--- config.mk ---
export PLATFORM = sky130hd
export DESIGN_NAME = pidpc_fifo
export DESIGN_NICKNAME = d
export VERILOG_FILES = /design/src/hw/rtl/pidpc_fifo.sv
export SDC_FILE = /design/constraint.sdc
export NUM_CORES = 1
export LEC_CHECK = 0
export BUFFER_PORTS_ARGS = -buffer_cell sky130_fd_sc_hd__clkbuf_2
export CAP_MARGIN = 30
export CORE_MARGIN = 1
export CORE_UTILIZATION = 54
export DETAILED_ROUTE_END_ITERATION = 16
export GPL_TIMING_DRIVEN = 0
export PLACE_DENSITY = 0.75
export SYNTH_ARGS = -nofsm -noshare
export SYNTH_HDL_FRONTEND = slang
export SYNTH_SLANG_ARGS = --single-unit
--- constraint.sdc ---
create_clock -name clk -period 2.1 [get_ports clk]
set_input_delay 0.105 -clock clk [delete_from_list [all_inputs] [get_ports clk]]
set_output_delay 0.105 -clock clk [all_outputs]
set_load 0.005 [all_outputs]
--- src/hw/rtl/pidpc_fifo.sv ---
// pidpc_fifo: small flop-based result queue for the PID controller.
// Depends on nothing; parameters set width and depth.
module pidpc_fifo #(
  parameter int WIDTH = 16,
  parameter int DEPTH = 8
) (
  input  logic             clk,
  input  logic             rst_n,
  input  logic             push,
  input  logic [WIDTH-1:0] push_data,
  input  logic             pop,
  output logic             not_empty,
  output logic [WIDTH-1:0] rd_data
);

  localparam int PTR_W = (DEPTH > 1) ? $clog2(DEPTH) : 1;
  localparam int CNT_W = $clog2(DEPTH + 1);
  localparam logic [PTR_W-1:0] LAST = PTR_W'(DEPTH - 1);
  localparam logic [CNT_W-1:0] FULL = CNT_W'(DEPTH);

  logic [WIDTH-1:0] mem_r [DEPTH];
  logic [PTR_W-1:0] wr_ptr_r, wr_ptr_nxt;
  logic [PTR_W-1:0] rd_ptr_r, rd_ptr_nxt;
  logic [CNT_W-1:0] cnt_r, cnt_nxt;
  logic             do_pop;

  assign not_empty = (cnt_r != '0);
  assign rd_data   = mem_r[rd_ptr_r];
  assign do_pop    = pop && not_empty;

  always_comb begin
    wr_ptr_nxt = wr_ptr_r;
    rd_ptr_nxt = rd_ptr_r;
    cnt_nxt    = cnt_r;
    if (push) begin
      wr_ptr_nxt = (wr_ptr_r == LAST) ? '0 : wr_ptr_r + 1'b1;
    end
    if (do_pop) begin
      rd_ptr_nxt = (rd_ptr_r == LAST) ? '0 : rd_ptr_r + 1'b1;
    end
    if (push && !do_pop) begin
      cnt_nxt = cnt_r + 1'b1;
    end else if (!push && do_pop) begin
      cnt_nxt = cnt_r - 1'b1;
    end
  end

  always_ff @(posedge clk) begin
    if (!rst_n) begin
      wr_ptr_r <= '0;
      rd_ptr_r <= '0;
      cnt_r    <= '0;
    end else begin
      wr_ptr_r <= wr_ptr_nxt;
      rd_ptr_r <= rd_ptr_nxt;
      cnt_r    <= cnt_nxt;
    end
  end

  always_ff @(posedge clk) begin
    if (push) begin
      mem_r[wr_ptr_r] <= push_data;
    end
  end

  a_no_overflow: assert property (@(posedge clk) disable iff (!rst_n)
    !(push && (cnt_r == FULL) && !do_pop))
    else $error("result queue overflow");

  a_count_bound: assert property (@(posedge clk) disable iff (!rst_n)
    cnt_r <= FULL)
    else $error("result queue count out of range");

  a_push_lands: assert property (@(posedge clk) disable iff (!rst_n)
    push && !do_pop |=> not_empty)
    else $error("pushed item not visible");

endmodule

==> metrics.cfg <==
[critical_path]
cpMaxStageDelayCell = mux4_2
cp.required_ns = 2.00
crit_chain = buf_12, clkbuf_16, mux4_2, mux2_4, clkbuf_2
max_stage_delay_ns = 0.52
cp_max_fo = 7
worstSetupPathType = reg2out
crit_path_start_kind = register
arrival_ns = 2.08
end_kind = output port

[clocking]
cts_made_buffers = 17
cts.sinks = 141
clockBufferDepth = 2
htreeDepth = 4
cts-root-buf = clkbuf_8
cts_tree = yes
clk_latency_ns = 0.52
clkTransAtPathRegs_ns = 0.06

[route]
met2_length_um = 5176
route.met3.wl_um = 736
firstDrtPassIters = 4
avgViaCountPerCell = 5.678
routed.top_layer = met4
antenna_left = 0
vias = 2805
routed_wl_um = 10540
post_drt_wl_per_cell_um = 21.34
post-route-drc-count = 0
wl_met1_um = 4550
drt_iter0_markers = 201

[synth]
syn_avg_cell_area_um2 = 21.61
synth_cell_types = 30
synth_warnings = 0
synth_seq_cells = 141
syn_inst = 258
netlist_area_um2 = 5575
yosysSeqAreaShare_pct = 73.61
synth_nets = 286

[floorplanning]
num_rows = 36
initial_core_util_pct = 56.26
dieWidth_um = 103.6
core_area_um2 = 9910
die_area_um2 = 10740
die_y_um = 103.6
ioPinCount = 37

[sta]
setup-tns-final_ns = -0.9086
period_share_pct = 104.1
final_max_slew_viol_count = 0
fmaxAchievable_ghz = 0.4573
setup_ws_ns = -0.08687
max_slew_margin_pct = 32.74
hold_slack_ns = 0.02072
finalSetupViolCount = 17
tightestPinTransition_ns = 1.003
final_hold_viol_count = 0
rsz0062_at_grt = yes
period_minus_slack_ns = 2.187
fin_skew_ns = 0.01319

[pwr]
switchingPower_mw = 1.948
cellPowerDensity_nw_per_um2 = 1147
total_power_mw = 8.092
p_int_mw = 6.145
clockPowerShare_pct = 38.7
p_leak_nw = 2.411
pwr-share-comb_pct = 21.1
p_seq_share_pct = 40.2
switching_share_pct = 24.07
vdd.ir_drop.worst_v = 0.0007544

[global_route]
grt_pass1_vias = 2802
grt_pass1_wl_um = 16080
grt_usage_pct = 20.91
antenna_found_initial = 0
grt_max_degree = 17
overflow = 0

[layout]
area_growth_syn_to_layout_pct = 26.53
nets = 376
antennaDiodeCount = 0
fin_cells = 494
drive_gt1_share_pct = 45.43
final_util_pct = 71.19
finalInstanceArea_um2 = 7054

[outcome]
status = complete, but fails checks
violations = setup timing

[min_path]
hold_path.class = in2reg

[place]
gp_congestion = 0.7828
port-buffer-count = 36
dp_slack_ns = -0.1134
dpl.cell_count = 435
hpwl_um = 6063
place_area_um2 = 6108

[run]
cap_violations = 0

[cells by family after synthesis]
logic type	after synthesis	share of synthesized area, %
fa+ha+maj	8	1.930
xor+xnor	2	0.3142
mux	51	18.58
compound gates	9	1.032
simple gates	34	3.097
flops	141	73.61
buf+inv	13	1.436
[Yosys cell counts]
cell	count	area share, %
edfxtp_1	128	69
mux4_1	28	13
mux2_2	16	3.2
dfxtp_1	13	4.7
nand2_1	10	0.67
ha_1	7	1.6
nor2_1	7	0.47
and2_1	4	0.45
buf_1	4	0.27
buf_6	4	0.81
mux4_2	4	1.6
nand2b_1	4	0.45
a21boi_0	3	0.40
mux2i_1	3	0.54
clkbuf_1	2	0.13
inv_1	2	0.13
nand3_1	2	0.18
nor2b_1	2	0.22
nor3_1	2	0.18
o21ai_0	2	0.18
xnor2_1	2	0.31
a211oi_1	1	0.13
a21oi_1	1	0.090
a31oi_1	1	0.11
clkbuf_2	1	0.090
fa_1	1	0.36
nand4b_1	1	0.16
o22ai_1	1	0.11
or3_1	1	0.11
or4_4	1	0.20
[registers in the layout (all words and copies together), names as in the netlist, named ones only]
signal,cells
wr_ptr_r,3
cnt_r,4
mem_r,128
rd_ptr_r,3
[area by class of cell]
cell class | count | area, µm²
buffer | 11 | 120.1
clock buffer | 17 | 414.1
clock inverter | 15 | 211.5
fill | 611 | 2855
inverter | 2 | 10.01
multi-input combinational | 104 | 1393
sequential | 141 | 4109
tap | 133 | 166.4
timing repair buffer | 71 | 630.6
[power groups by stage]
| stage | Sequential [mW] | Combinational, mW | Clock (mW) |
|---|---|---|---|
| floorplan | 3.29 | 0.893 | 0 |
| global placement | 3.30 | 1.21 | 0 |
| detailed placement | 3.30 | 1.26 | 0 |
| CTS | 3.25 | 1.50 | 3.17 |
| global route | 3.26 | 1.85 | 3.31 |
| finish | 3.25 | 1.70 | 3.13 |
[final timing paths]
kind,start,endpoint,slack [ns],cells past startpoint
setup reg to reg,cnt_r[3],cnt_r[3],-0.03,9
hold reg to reg,rd_ptr_r[2],rd_ptr_r[2],0.51,2
hold / removal,push,wr_ptr_r[2],0.02,3
setup / recovery,register,rd_data[5],-0.09,5
[cells in the final DEF, fill, tap and decap left out, drive strengths merged, types with 4 or more instances in the layout]
master         n
and2           4
buf           23
bufinv         4
clkbuf        58
clkinv         4
dfxtp         13
dlygate4sd3   18
edfxtp       128
ha             7
inv            6
mux2          16
mux4          32
nand2         10
nand2b         4
nor2           7
[what timing repair did]
action | 4_1_cts | 5_1_grt
endpoints found under the setup margin | 18 | 18
hold buffers | 18 | 0
hold endpoints to repair | 133 | 0
resized for setup | 35 | 31
pin swaps | 3 | 5
setup buffers | 4 | 2
cloned | 1 | 2
[worst max-delay path: cells and delay by family (launching register included)]
kind,cells,cell delay [ns]
muxes,2,0.79
buffers and inverters,3,0.42
DFF,1,0.34
[metal layers]
layer | global-route usage, % | up-vias
met2 | 33.32 | 116
met4 | 6.522 | 0
met5 | 0 | -
li1 | - | 1239
met3 | 5.475 | 9
met1 | 28.50 | 1441
No activity file was read; power rests on OpenSTA's default activity.
